==> src/hw/rtl/u8dec_pkg.sv <==
package u8dec_pkg;

  localparam int unsigned BYTE_W  = 8;
  localparam int unsigned CP_W    = 27;
  localparam int unsigned REM_W   = 3;
  localparam int unsigned CONT_W  = 6;

  // lead byte classes
  localparam logic [BYTE_W-1:0] ASCII_MASK  = 8'h80;
  localparam logic [BYTE_W-1:0] LEAD2_MASK  = 8'hE0;
  localparam logic [BYTE_W-1:0] LEAD2_CODE  = 8'hC0;
  localparam logic [BYTE_W-1:0] LEAD3_MASK  = 8'hF0;
  localparam logic [BYTE_W-1:0] LEAD3_CODE  = 8'hE0;
  localparam logic [BYTE_W-1:0] LEAD4_MASK  = 8'hF8;
  localparam logic [BYTE_W-1:0] LEAD4_CODE  = 8'hF0;
  localparam logic [BYTE_W-1:0] LEAD2_KEEP  = 8'h1F;
  localparam logic [BYTE_W-1:0] LEAD3_KEEP  = 8'h0F;
  localparam logic [BYTE_W-1:0] LEAD4_KEEP  = 8'h07;
  localparam logic [BYTE_W-1:0] CONT_KEEP   = 8'h3F;

  // continuation bytes still to come after each lead
  localparam logic [REM_W-1:0] MORE_2 = 3'd1;
  localparam logic [REM_W-1:0] MORE_3 = 3'd2;
  localparam logic [REM_W-1:0] MORE_4 = 3'd3;
  localparam logic [REM_W-1:0] MORE_5 = 3'd4;

  typedef struct packed {
    logic [BYTE_W-1:0] data_byte;
    logic              end_of_string;
  } in_t;

  typedef struct packed {
    logic [CP_W-1:0] code_point;
    logic            last_char;
    logic            truncated;
  } out_t;

  typedef struct packed {
    logic valid;
    out_t data;
  } res_t;

endpackage

==> src/hw/rtl/utf8_byte_stream_decoder.sv <==
// utf8 byte stream decoder: one byte per transaction in, one code point out per sequence
// an accepted byte reaches out_valid via the input register, then the result register
// throughput: 1 byte per cycle when not stalled; the byte path is one shift/mask stage
// reset (rst_n low, synchronous): both stages empty, decode state idle with no partial value
// out_stall backs up into in_stall in the same cycle, so no transaction is dropped
module utf8_byte_stream_decoder (
  input  logic            clk,
  input  logic            rst_n,
  input  logic            in_valid,
  output logic            in_stall,
  input  u8dec_pkg::in_t  in_data,
  output logic            out_valid,
  input  logic            out_stall,
  output u8dec_pkg::out_t out_data
);

  // input register stage
  logic           s1_valid_r, s1_valid_nxt;
  u8dec_pkg::in_t s1_data_r;

  // result register stage
  logic            out_valid_r, out_valid_nxt;
  u8dec_pkg::out_t out_data_r;

  logic            in_acc;
  logic            advance;
  logic            out_free;
  u8dec_pkg::res_t res;

  // result register can take a new value when empty or being drained now
  assign out_free = !out_valid_r || !out_stall;
  // the held byte moves through the decoder whenever a result slot is there
  assign advance  = s1_valid_r && out_free;
  assign in_stall = s1_valid_r && !advance;
  assign in_acc   = in_valid && !in_stall;

  u8dec_core u_core (
    .clk   (clk),
    .rst_n (rst_n),
    .step  (advance),
    .item  (s1_data_r),
    .res   (res)
  );

  always_comb begin
    s1_valid_nxt = s1_valid_r;
    if (in_acc) begin
      s1_valid_nxt = 1'b1;
    end else if (advance) begin
      s1_valid_nxt = 1'b0;
    end
  end

  always_comb begin
    out_valid_nxt = out_valid_r;
    if (advance && res.valid) begin
      out_valid_nxt = 1'b1;
    end else if (out_valid_r && !out_stall) begin
      out_valid_nxt = 1'b0;
    end
  end

  always_ff @(posedge clk) begin
    if (!rst_n) begin
      s1_valid_r  <= 1'b0;
      out_valid_r <= 1'b0;
    end else begin
      s1_valid_r  <= s1_valid_nxt;
      out_valid_r <= out_valid_nxt;
    end
  end

  // payload registers, no reset
  always_ff @(posedge clk) begin
    if (in_acc) begin
      s1_data_r <= in_data;
    end
    if (advance && res.valid) begin
      out_data_r <= res.data;
    end
  end

  assign out_valid = out_valid_r;
  assign out_data  = out_data_r;

`ifndef SYNTH
  a_no_overwrite: assert property (@(posedge clk) disable iff (!rst_n)
    out_valid_r && out_stall |-> !(advance && res.valid))
    else $error("result overwritten while stalled");
  a_stall_held: assert property (@(posedge clk) disable iff (!rst_n)
    in_stall |-> s1_valid_r && out_valid_r)
    else $error("input stalled without a full pipeline");
  a_hold_byte: assert property (@(posedge clk) disable iff (!rst_n)
    s1_valid_r && !advance |=> s1_valid_r && $stable(s1_data_r))
    else $error("held byte lost before decoding");
`endif

endmodule

==> src/hw/rtl/u8dec_core.sv <==
module u8dec_core (
  input  logic            clk,
  input  logic            rst_n,
  input  logic            step,
  input  u8dec_pkg::in_t  item,
  output u8dec_pkg::res_t res
);

  logic [u8dec_pkg::REM_W-1:0] rem_r, rem_nxt;
  logic [u8dec_pkg::CP_W-1:0]  part_r, part_nxt;
  logic [u8dec_pkg::REM_W-1:0] more;
  logic [u8dec_pkg::CP_W-1:0]  lead_val;
  logic [u8dec_pkg::CP_W-1:0]  acc;
  logic [u8dec_pkg::BYTE_W-1:0] b;

  assign b   = item.data_byte;
  assign acc = {part_r[u8dec_pkg::CP_W-u8dec_pkg::CONT_W-1:0],
                b[u8dec_pkg::CONT_W-1:0]};

  // lead byte classification
  always_comb begin
    priority if ((b & u8dec_pkg::LEAD2_MASK) == u8dec_pkg::LEAD2_CODE) begin
      more     = u8dec_pkg::MORE_2;
      lead_val = {{(u8dec_pkg::CP_W-u8dec_pkg::BYTE_W){1'b0}}, b & u8dec_pkg::LEAD2_KEEP};
    end else if ((b & u8dec_pkg::LEAD3_MASK) == u8dec_pkg::LEAD3_CODE) begin
      more     = u8dec_pkg::MORE_3;
      lead_val = {{(u8dec_pkg::CP_W-u8dec_pkg::BYTE_W){1'b0}}, b & u8dec_pkg::LEAD3_KEEP};
    end else if ((b & u8dec_pkg::LEAD4_MASK) == u8dec_pkg::LEAD4_CODE) begin
      more     = u8dec_pkg::MORE_4;
      lead_val = {{(u8dec_pkg::CP_W-u8dec_pkg::BYTE_W){1'b0}}, b & u8dec_pkg::LEAD4_KEEP};
    end else begin
      more     = u8dec_pkg::MORE_5;
      lead_val = {{(u8dec_pkg::CP_W-u8dec_pkg::BYTE_W){1'b0}}, b & u8dec_pkg::LEAD4_KEEP};
    end
  end

  always_comb begin
    rem_nxt  = rem_r;
    part_nxt = part_r;
    res      = '0;
    if (rem_r == '0) begin
      if ((b & u8dec_pkg::ASCII_MASK) == '0) begin
        res.valid           = 1'b1;
        res.data.code_point = {{(u8dec_pkg::CP_W-u8dec_pkg::BYTE_W){1'b0}}, b};
        res.data.last_char  = item.end_of_string;
      end else if (item.end_of_string) begin
        // string ends on a lead byte
        res.valid           = 1'b1;
        res.data.code_point = lead_val;
        res.data.last_char  = 1'b1;
        res.data.truncated  = 1'b1;
        part_nxt            = '0;
      end else begin
        rem_nxt  = more;
        part_nxt = lead_val;
      end
    end else begin
      rem_nxt  = rem_r - 1'b1;
      part_nxt = acc;
      if (rem_r == 3'd1) begin
        res.valid           = 1'b1;
        res.data.code_point = acc;
        res.data.last_char  = item.end_of_string;
        part_nxt            = '0;
      end else if (item.end_of_string) begin
        res.valid           = 1'b1;
        res.data.code_point = acc;
        res.data.last_char  = 1'b1;
        res.data.truncated  = 1'b1;
        rem_nxt             = '0;
        part_nxt            = '0;
      end
    end
  end

  always_ff @(posedge clk) begin
    if (!rst_n) begin
      rem_r  <= '0;
      part_r <= '0;
    end else if (step) begin
      rem_r  <= rem_nxt;
      part_r <= part_nxt;
    end
  end

`ifndef SYNTH
  a_eos_idles: assert property (@(posedge clk) disable iff (!rst_n)
    step && item.end_of_string |=> rem_r == '0)
    else $error("state not idle after end of string");
  a_rem_range: assert property (@(posedge clk) disable iff (!rst_n)
    rem_r <= u8dec_pkg::MORE_5)
    else $error("remaining count out of range");
  a_eos_result: assert property (@(posedge clk) disable iff (!rst_n)
    step && item.end_of_string |-> res.valid && res.data.last_char)
    else $error("end of string without a final result");
  a_trunc_mid: assert property (@(posedge clk) disable iff (!rst_n)
    res.data.truncated |-> item.end_of_string && rem_r != 3'd1)
    else $error("truncated flag on a completed sequence");
`endif

endmodule
==> config.mk <==
export PLATFORM = sky130hd
export DESIGN_NAME = utf8_byte_stream_decoder
export DESIGN_NICKNAME = d
export VERILOG_FILES = /design/src/hw/rtl/u8dec_pkg.sv /design/src/hw/rtl/utf8_byte_stream_decoder.sv /design/src/hw/rtl/u8dec_core.sv
export SDC_FILE = /design/constraint.sdc
export NUM_CORES = 1
export LEC_CHECK = 0
export BUFFER_PORTS_ARGS = -buffer_cell sky130_fd_sc_hd__buf_2
export CORE_MARGIN = 5
export CORE_UTILIZATION = 30
export CTS_BUF_LIST = sky130_fd_sc_hd__clkbuf_8
export CTS_CLUSTER_DIAMETER = 200
export DETAILED_ROUTE_END_ITERATION = 16
export GPL_TIMING_DRIVEN = 0
export PLACE_DENSITY = 0.51
export SLEW_MARGIN = 20
export SYNTH_ARGS = -nofsm -noshare
export SYNTH_HDL_FRONTEND = slang
export SYNTH_HIERARCHICAL = 1
export SYNTH_SLANG_ARGS = --single-unit
==> constraint.sdc <==
create_clock -name clk -period 4.3 [get_ports clk]
set_input_delay 0.86 -clock clk [delete_from_list [all_inputs] [get_ports clk]]
set_output_delay 0.86 -clock clk [all_outputs]
set_load 0.1 [all_outputs]
# After elaboration in Yosys (flattened, before gate mapping)
# Index checks and enable logic that the tools add are counted.
dict set report totals {
  regBits 64
  input_bits 13
  out_inout_bits 31
  elab_cells 58
}
dict set report op_classes {
  addsub 1
  n_eq_ne 6
  n_mux 26
  n_reduce_logical 16
}
# operator count
set op_table {}
lappend op_table {{$mux W30} 3}
lappend op_table {{$mux W21} 4}
lappend op_table {{$mux W29} 2}
lappend op_table {{$mux W3} 8}
lappend op_table {{$mux W5} 2}
lappend op_table {{$logic_not A8 Y1} 1}
lappend op_table {{$mux W1} 6}
lappend op_table {{$eq A5 B5 Y1 const B} 1}
lappend op_table {{$logic_and A1 B1 Y1} 5}
lappend op_table {{$eq A4 B4 Y1 const B} 1}
lappend op_table {{$logic_not A1 Y1} 4}
lappend op_table {{$mux W4} 1}
lappend op_table {{$ne A2 B2 Y1 const B} 2}
lappend op_table {{$reduce_bool A2 Y1} 2}
lappend op_table {{$eq A3 B1 Y1 const B} 1}
lappend op_table {{$eq A3 B3 Y1 const B} 1}
lappend op_table {{$logic_not A3 Y1} 1}
lappend op_table {{$reduce_and A3 Y1} 1}
lappend op_table {{$sub A3 B1 Y3 const B} 1}
lappend op_table {{$reduce_and A2 Y1} 1}
lappend op_table {{$logic_or A1 B1 Y1} 1}

# Logic depth before layout (Yosys ltp)
# Gate-level depths: netlist (run 1).
dict set report depth {
  word_depth 8
  mapped_depth 7
  depth_no_buf 7
}

# Hierarchy
# The synthesis (run 1) kept the hierarchy.
# mod instances cells_each area_each_um2
set by_module_without_submodules {}
lappend by_module_without_submodules {u8dec_core 1 162 1380.1}
lappend by_module_without_submodules {utf8_byte_stream_decoder 1 48 1232.4}

# Worst setup path after synthesis (run 1)
# OpenSTA, ideal clock, no wires.
dict set report synth_path {
  path_kind {flip-flop to flip-flop}
  startpoint {reg u_core/rem_r[0] (netlist bit)}
  endpoint {reg out_data_r (netlist bit out_data[0]) (enable)}
  setup_ns 0.425
  arrival_ns 2.679
  required_time_ns 3.875
  setup_slack_ns 1.196
  stages_incl_launch_ff 8
  path_buffers 0
  cell_sequence {dfxtp_1 -> inv_1 -> ha_1 -> nand2b_1 -> a21oi_2 -> or2_4 -> nand2_1 -> a21oi_1}
}
# item line_no
set synth_lines {}
lappend synth_lines {{start, declared} u8dec_core.sv:9} ;# logic [u8dec_pkg::REM_W-1:0] rem_r, rem_nxt;
lappend synth_lines {{start signal, assigned} u8dec_core.sv:81} ;# rem_r <= rem_nxt;
lappend synth_lines {{end signal, assigned} utf8_byte_stream_decoder.sv:79} ;# out_data_r <= res.data;
lappend synth_lines {{end, declared} utf8_byte_stream_decoder.sv:23} ;# u8dec_pkg::out_t out_data_r;

# Worst setup path in the final report (run 1)
dict set report layout_path {
  startpoint {in out_stall}
  endpoint {out in_stall}
}
dict set report layout_via {
  elab_chain_len 5
}
# item line_no
set layout_lines {}
lappend layout_lines {{start, declared} utf8_byte_stream_decoder.sv:13} ;# input logic out_stall,
lappend layout_lines {{$logic_not A1 Y1} utf8_byte_stream_decoder.sv:31} ;# assign out_free = !out_valid_r || !out_stall;
lappend layout_lines {{$logic_or A1 B1 Y1} utf8_byte_stream_decoder.sv:31}
lappend layout_lines {{$logic_and A1 B1 Y1} utf8_byte_stream_decoder.sv:33} ;# assign advance = s1_valid_r && out_free;
lappend layout_lines {{$logic_not A1 Y1} utf8_byte_stream_decoder.sv:34} ;# assign in_stall = s1_valid_r && !advance;
lappend layout_lines {{$logic_and A1 B1 Y1} utf8_byte_stream_decoder.sv:34}
lappend layout_lines {{end, declared} utf8_byte_stream_decoder.sv:10} ;# output logic in_stall,
# Every way passes these cells.

==> results of run 1 <==
-- sequential cells by signal, indices dropped and copies added (netlist names) --
register / cells
out_data: 29
u_core/part_r: 21
s1_data_r: 9
u_core/rem_r: 3
out_valid: 1
s1_valid_r: 1
-- per-layer routing --
metal / part of all wire (%) / track usage [%]
met1: 48 / 13.9
met5: 0 / 0
met4: 1.0 / 4.48
met3: 5.4 / 3.15
met2: 45 / 16.2
-- layout make-up --
type / count / area share (%)
buffer: 11 / 2.20
clock buffer: 10 / 4.31
clock inverter: 6 / 1.61
inverter: 4 / 0.471
multi-input combinational: 131 / 27.5
sequential: 64 / 52.1
tap: 108 / 4.24
timing repair buffer: 44 / 7.61
-- worst paths after layout --
path / from / endpoint / slack [ns] / cells after the start
setup / recovery: out_stall / in_stall / 1.84 / 3
hold / removal: u_core/part_r[1]$_SDFFE_PN0P_ / u_core/part_r[1]$_SDFFE_PN0P_ / 0.47 / 2
setup reg to reg: u_core/rem_r[0]$_SDFFE_PN0P_ / out_data[22]$_DFFE_PP_ / 1.95 / 8
hold reg to reg: u_core/part_r[1]$_SDFFE_PN0P_ / u_core/part_r[1]$_SDFFE_PN0P_ / 0.47 / 2
-- metrics by stage --
step | area [um^2] | worst slack, ns | hold slack [ns] | cells
after floorplan | 2610 | 1.20 | 0.446 | 210
after CTS | 3190 | 1.83 | 0.474 | 378
after global routing | 3190 | 1.75 | 0.483 | 378
after detailed placement | 3000 | 1.84 | 0.465 | 362
after global placement | 2960 | 0.305 | 0.472 | 361
final | 3190 | 1.84 | 0.469 | 378
-- worst reg2reg max path, stage by stage (launching register included) --
cell and delay [ns]:
dfxtp_1 0.41, inv_1 0.09, ha_1 0.30, nand2b_1 0.20, a21oi_2 0.22, or2_4 0.18, nand2_1 0.10, a21oi_4 0.33
buf_16 0.22
-- power groups by stage --
| stage | registers (mW) | clock network, mW | logic (mW) |
|---|---|---|---|
| 2_1_floorplan | 0.775 | 0 | 0.0687 |
| 6_report | 0.681 | 0.492 | 0.190 |
| 3_5_place_dp | 0.694 | 0 | 0.192 |
| 4_1_cts | 0.681 | 0.507 | 0.192 |
| 3_3_place_gp | 0.695 | 0 | 0.186 |
| 5_1_grt | 0.683 | 0.534 | 0.202 |
-- synthesized netlist by cell type, types with 4 or more instances --
library cell  count  area share [%]
a21oi_1           8             1.5
a22oi_1          17             4.9
and2_1           24             5.7
dfxtp_1          26              20
edfxtp_1         38              44
inv_1             4            0.57
nand2_1           8             1.1
nand2b_1          5             1.2
nand3_1           8             1.5
nor2_1            8             1.1
nor2b_1          17             4.1
o21ai_1           6             1.1
-- cells by family (layout without fill, tap and decap cells) --
group	count (synthesis)	count (layout)	synth area share, %
compound gates	48	48	12.7
fa+ha+maj	3	3	1.44
buf+inv	15	75	3.26
flops	64	64	63.6
simple gates	80	80	19.0
==> results.json, run 1 <==
{
  "final-setup-viol-count": 0,
  "p_comb_share_pct": 13.9,
  "critPathSlowestCell": "buf_2",
  "cts_buffer_depth": 2,
  "nets": 281,
  "synth_area_um2": 2610,
  "ir_worst_vdd_mv": 0.152,
  "fin_crit_ns": 2.46,
  "synth.yosys.seq_area_share_pct": 63.6,
  "critPathRequiredTime_ns": 3.44,
  "ys_types": 36,
  "cts-buffers-inserted": 9,
  "initial_utilization_pct": 30.4,
  "synth_edf_count": 38,
  "final_util_pct": 37.1,
  "vias": 1725,
  "cts_setup_buffers": 0,
  "rows": 34,
  "seq_power_share_pct": 49.9,
  "drt_iter0_drc": 89,
  "path_cells": "buf_2, and3_4, buf_2",
  "critical_path.top_delay_family": "buffers and inverters",
  "grt.total_usage_pct": 10.6,
  "end_kind": "output port",
  "p_sw_mw": 0.370,
  "place_congestion": 0.794,
  "p_total_mw": 1.36,
  "crit_buf_inv": 2,
  "antenna_cells": 0,
  "path_class": "input pin to output port",
  "wl_per_cell_um": 13.6,
  "grt_start_max_net_pins": 24,
  "wirelength_um": 5140,
  "slew_violations": 0,
  "hpwl_um": 3710,
  "synth_flop_cell": "edfxtp_1",
  "p_leak_nw": 1.21,
  "multiInputGateArea_um2": 877,
  "final_cell_mix": "buf_2 (46), edfxtp_1 (38), dfxtp_1 (26)",
  "cap_violations": 0,
  "p_sw_share_pct": 27.2,
  "insertion_delay_ns": 0.33,
  "period_share_pct": 57.3,
  "yosys_warnings": 6,
  "cts_resized": 0,
  "drive_gt1_share_pct": 28.9,
  "rsz0062_at_grt": "no",
  "grt_overflow_total": 0,
  "cts_tree": "yes",
  "portBuffers": 43,
  "cts_hold_buf": 0,
  "final_common_cell": "buf_2",
  "critPathMostFrequentCell": "buf_2",
  "fmax_mhz": 406,
  "syn-num-nets": 226,
  "powerDensity_nw_per_um2": 427,
  "worstMarginPinSlew_ns": 0.737,
  "die_area_um2": 10700,
  "status": "finished, final reports clean",
  "ios": 44,
  "clockPowerShare_pct": 36.1,
  "syn_to_final_growth_pct": 22.1,
  "h-tree-depth": 3,
  "grt_pass1_wl_um": 8540,
  "slew_headroom_pct": 50.7,
  "arrival_ns": 1.60,
  "regArea_um2": 1660,
  "path_max_fanout": 3,
  "cts_sinks": 64,
  "die_h_um": 103,
  "core_area_um2": 8590,
  "syn-mean-instance-area_um2": 12.4,
  "dr.pass1.iters": 4,
  "tns_ns": 0,
  "cts.clk_slew.worst_paths_ns": 0.07,
  "grt_pass1_vias": 1646,
  "synth_cells": 210,
  "synth-seq-cells": 64,
  "cts_root_buf": "clkbuf_8",
  "hold_viol_final": 0,
  "hold_path.class": "flip-flop to flip-flop",
  "die_w_um": 103,
  "synthArstFlopShare_pct": 0,
  "fillCellCount": 877,
  "worstSetupStartpointType": "input pin",
  "vias_per_cell": 4.56,
  "antenna_found_initial": 0,
  "p_int_mw": 0.993,
  "finClkSkew_ns": 0.00508,
  "ant_nets": 0,
  "drc": 0,
  "cpPeakStageDelay_ns": 0.42
}
Note: power is estimated with default switching activity, not from simulation.
==> run 2: changes to the inputs <==
Settings changed: ABC_AREA set to 1.
Clock period 4.3 ns to 2.43 ns, I/O delays scaled along.
==> results.json, run 2 <==
{
  "fin_crit_ns": 2.18,
  "rsz0062_at_grt": "no",
  "grt_overflow_total": 0,
  "drive_gt1_share_pct": 22.6,
  "final_cell_mix": "nor2_1 (63), nand2_1 (62), buf_2 (47)",
  "timing.rr.end": "out_data[11]$_DFFE_PP_",
  "grt.total_usage_pct": 11.0,
  "final_common_cell": "nor2_1",
  "gr-usage-met3_pct": 4.56,
  "ant_nets": 0,
  "path_max_fanout": 15,
  "status": "finished, final reports clean",
  "place_inst": 445,
  "cts-buffers-inserted": 9,
  "cts_resized": 0,
  "h-tree-depth": 3,
  "hold_path_end": "s1_data_r[0]$_DFFE_PP_",
  "fmax_mhz": 459,
  "cts_setup_buffers": 0,
  "synth_common_cells": "nor2_1 (64), nand2_1 (62), edfxtp_1 (38)",
  "powerDensity_nw_per_um2": 793,
  "largest_reg_flops": 29,
  "cts.clk_slew.worst_paths_ns": 0.07,
  "period_share_pct": 89.6,
  "regArea_um2": 1660,
  "placed_cell_area_um2": 3050,
  "rr_startpoint": "u_core/rem_r[0]$_SDFFE_PN0P_",
  "multiInputGateArea_um2": 845,
  "holdPathStages": 1,
  "min_from": "in_data[0]",
  "yosys_warnings": 6,
  "cts_buffer_depth": 2,
  "synth_cells": 294,
  "die_area_um2": 11000,
  "vias": 2060,
  "grt_pass1_vias": 1956,
  "cts_root_buf": "clkbuf_8",
  "p_leak_nw": 1.38,
  "finalInstanceArea_um2": 3270,
  "rows": 34,
  "cts_tree": "yes",
  "die_w_um": 105,
  "tns_ns": 0,
  "antenna_found_initial": 0,
  "critPathMostFrequentCell": "inv_1",
  "cts_hold_buf": 0,
  "cap_violations": 0,
  "synth_top_cell_by_area": "edfxtp_1",
  "syn_to_final_growth_pct": 21.3,
  "synth_area_leaders": "edfxtp_1 (42%), dfxtp_1 (19%), nor2_1 (8.9%)",
  "ir_worst_vdd_mv": 0.329,
  "worstMarginPinSlew_ns": 0.519,
  "grt_pass1_wl_um": 9550,
  "drc": 0,
  "synth_flop_cell": "edfxtp_1",
  "ios": 44,
  "synthArstFlopShare_pct": 0,
  "worst-r2r-setup-slack_ns": 0.25,
  "dr.pass1.iters": 4,
  "cpPeakStageDelay_ns": 0.45,
  "die_h_um": 105,
  "portBuffers": 43,
  "hold_viol_final": 0,
  "hold_path.class": "input pin to flip-flop",
  "vias_per_cell": 4.46,
  "stdcell_count": 462,
  "end_kind": "flip-flop",
  "worstSetupStartpointType": "flip-flop",
  "initial_utilization_pct": 30.9,
  "hpwl_um": 4040,
  "antenna_cells": 0,
  "fillCellCount": 897,
  "place_congestion": 0.798,
  "finClkSkew_ns": 0.00929,
  "r2r.worst_path.cells": 9,
  "worst_hold_slack_ns": 0.315,
  "grtUsageMet1_pct": 13.8,
  "syn-mean-instance-area_um2": 9.17,
  "slew_violations": 0,
  "synth.most_common_cell": "nor2_1",
  "synth_edf_count": 38,
  "core_area_um2": 8720,
  "arrival_ns": 2.16,
  "wirelength_um": 6190,
  "critPathSlowestCell": "nor2_4",
  "synth_area_um2": 2700,
  "nets": 365,
  "insertion_delay_ns": 0.34,
  "synth_top_area_share_pct": 42.3,
  "path_class": "flip-flop to flip-flop",
  "cts_sinks": 64,
  "ys_types": 25,
  "use_met2_pct": 16.9,
  "grt_start_max_net_pins": 30,
  "synth.yosys.seq_area_share_pct": 61.7,
  "slew_headroom_pct": 65.3,
  "final-setup-viol-count": 0,
  "syn-num-nets": 310,
  "critPathRequiredTime_ns": 2.41,
  "path_cells": "inv_1, ha_1, inv_1, nand3_1, nand2_1, nor2_1, inv_1, inv_1, nor2_4",
  "wl_per_cell_um": 13.4,
  "gr-max-usage-layer": "met2",
  "p_total_mw": 2.59,
  "drt_iter0_drc": 75,
  "synth-seq-cells": 64
}
==> run 2: cell types whose count changed in the layout (fill, tap and decap cells not counted), sizes merged, moves of 5 or more <==
cell	delta
nand2	+58
nor2	+56
inv	+29
and2	-24
a22oi	-17
nor2b	-17
a31oi	+9
nand2b	-7
nand3	+5
==> run 2: worst max path at each step <==
stage,endpoint,from
2_1_floorplan,in_stall,out_valid$_SDFFE_PN0P_
3_3_place_gp,out_data[28]$_DFFE_PP_,u_core/rem_r[0]$_SDFFE_PN0P_
3_5_place_dp,out_data[28]$_DFFE_PP_,u_core/rem_r[0]$_SDFFE_PN0P_
4_1_cts,out_data[23]$_DFFE_PP_,u_core/rem_r[0]$_SDFFE_PN0P_
5_1_grt,out_data[11]$_DFFE_PP_,u_core/rem_r[0]$_SDFFE_PN0P_
6_report,out_data[11]$_DFFE_PP_,u_core/rem_r[0]$_SDFFE_PN0P_
==> run 2: cell type report <==
class	count	area share [%]
Sequential cell	64	50.8
Multi-Input combinational cell	185	25.8
Timing Repair Buffer	43	6.58
Clock buffer	10	4.21
Tap cell	108	4.13
Inverter	35	4.02
Buffer	11	2.33
Clock inverter	6	2.07
==> run 2: report_power, final <==
group          internal, mW  switching (mW)  total, mW
logic                0.0882           0.336      0.424
clock network         0.504           0.429      0.933
registers              1.21          0.0284       1.24
==> run 2: per-stage QoR <==
step	worst slack, ns	util [%]
after floorplan	0.0606	-
after global placement	-0.342	34.9
after detailed placement	0.0830	35.0
after CTS	0.0831	37.4
after global routing	0.117	37.5
final	0.253	37.5
==> run 2: routing by layer <==
layer | wire (um) | share of wire (%)
met5 | 0 | 0
met4 | 68 | 1.1
met3 | 414 | 6.7
met2 | 2900 | 47
met1 | 2810 | 45
==> run 2: worst max-delay path, delay by kind of cell (launching register included) <==
| kind | cells | cell delay (ns) |
|---|---|---|
| flip-flops | 1 | 0.38 |
| adder cells (fa/ha/maj) | 1 | 0.24 |
| buffers and inverters | 4 | 0.38 |
| AND/OR/NAND/NOR | 4 | 0.81 |
==> run 2: kinds of logic (layout without fill, tap and decap cells) <==
family / after synthesis / in the layout / synth area share (%)
flops: 64 / 64 / 61.7
compound gates: 35 / 35 / 7.24
buf+inv: 46 / 105 / 7.71
simple gates: 146 / 147 / 22.0
fa+ha+maj: 3 / 3 / 1.39
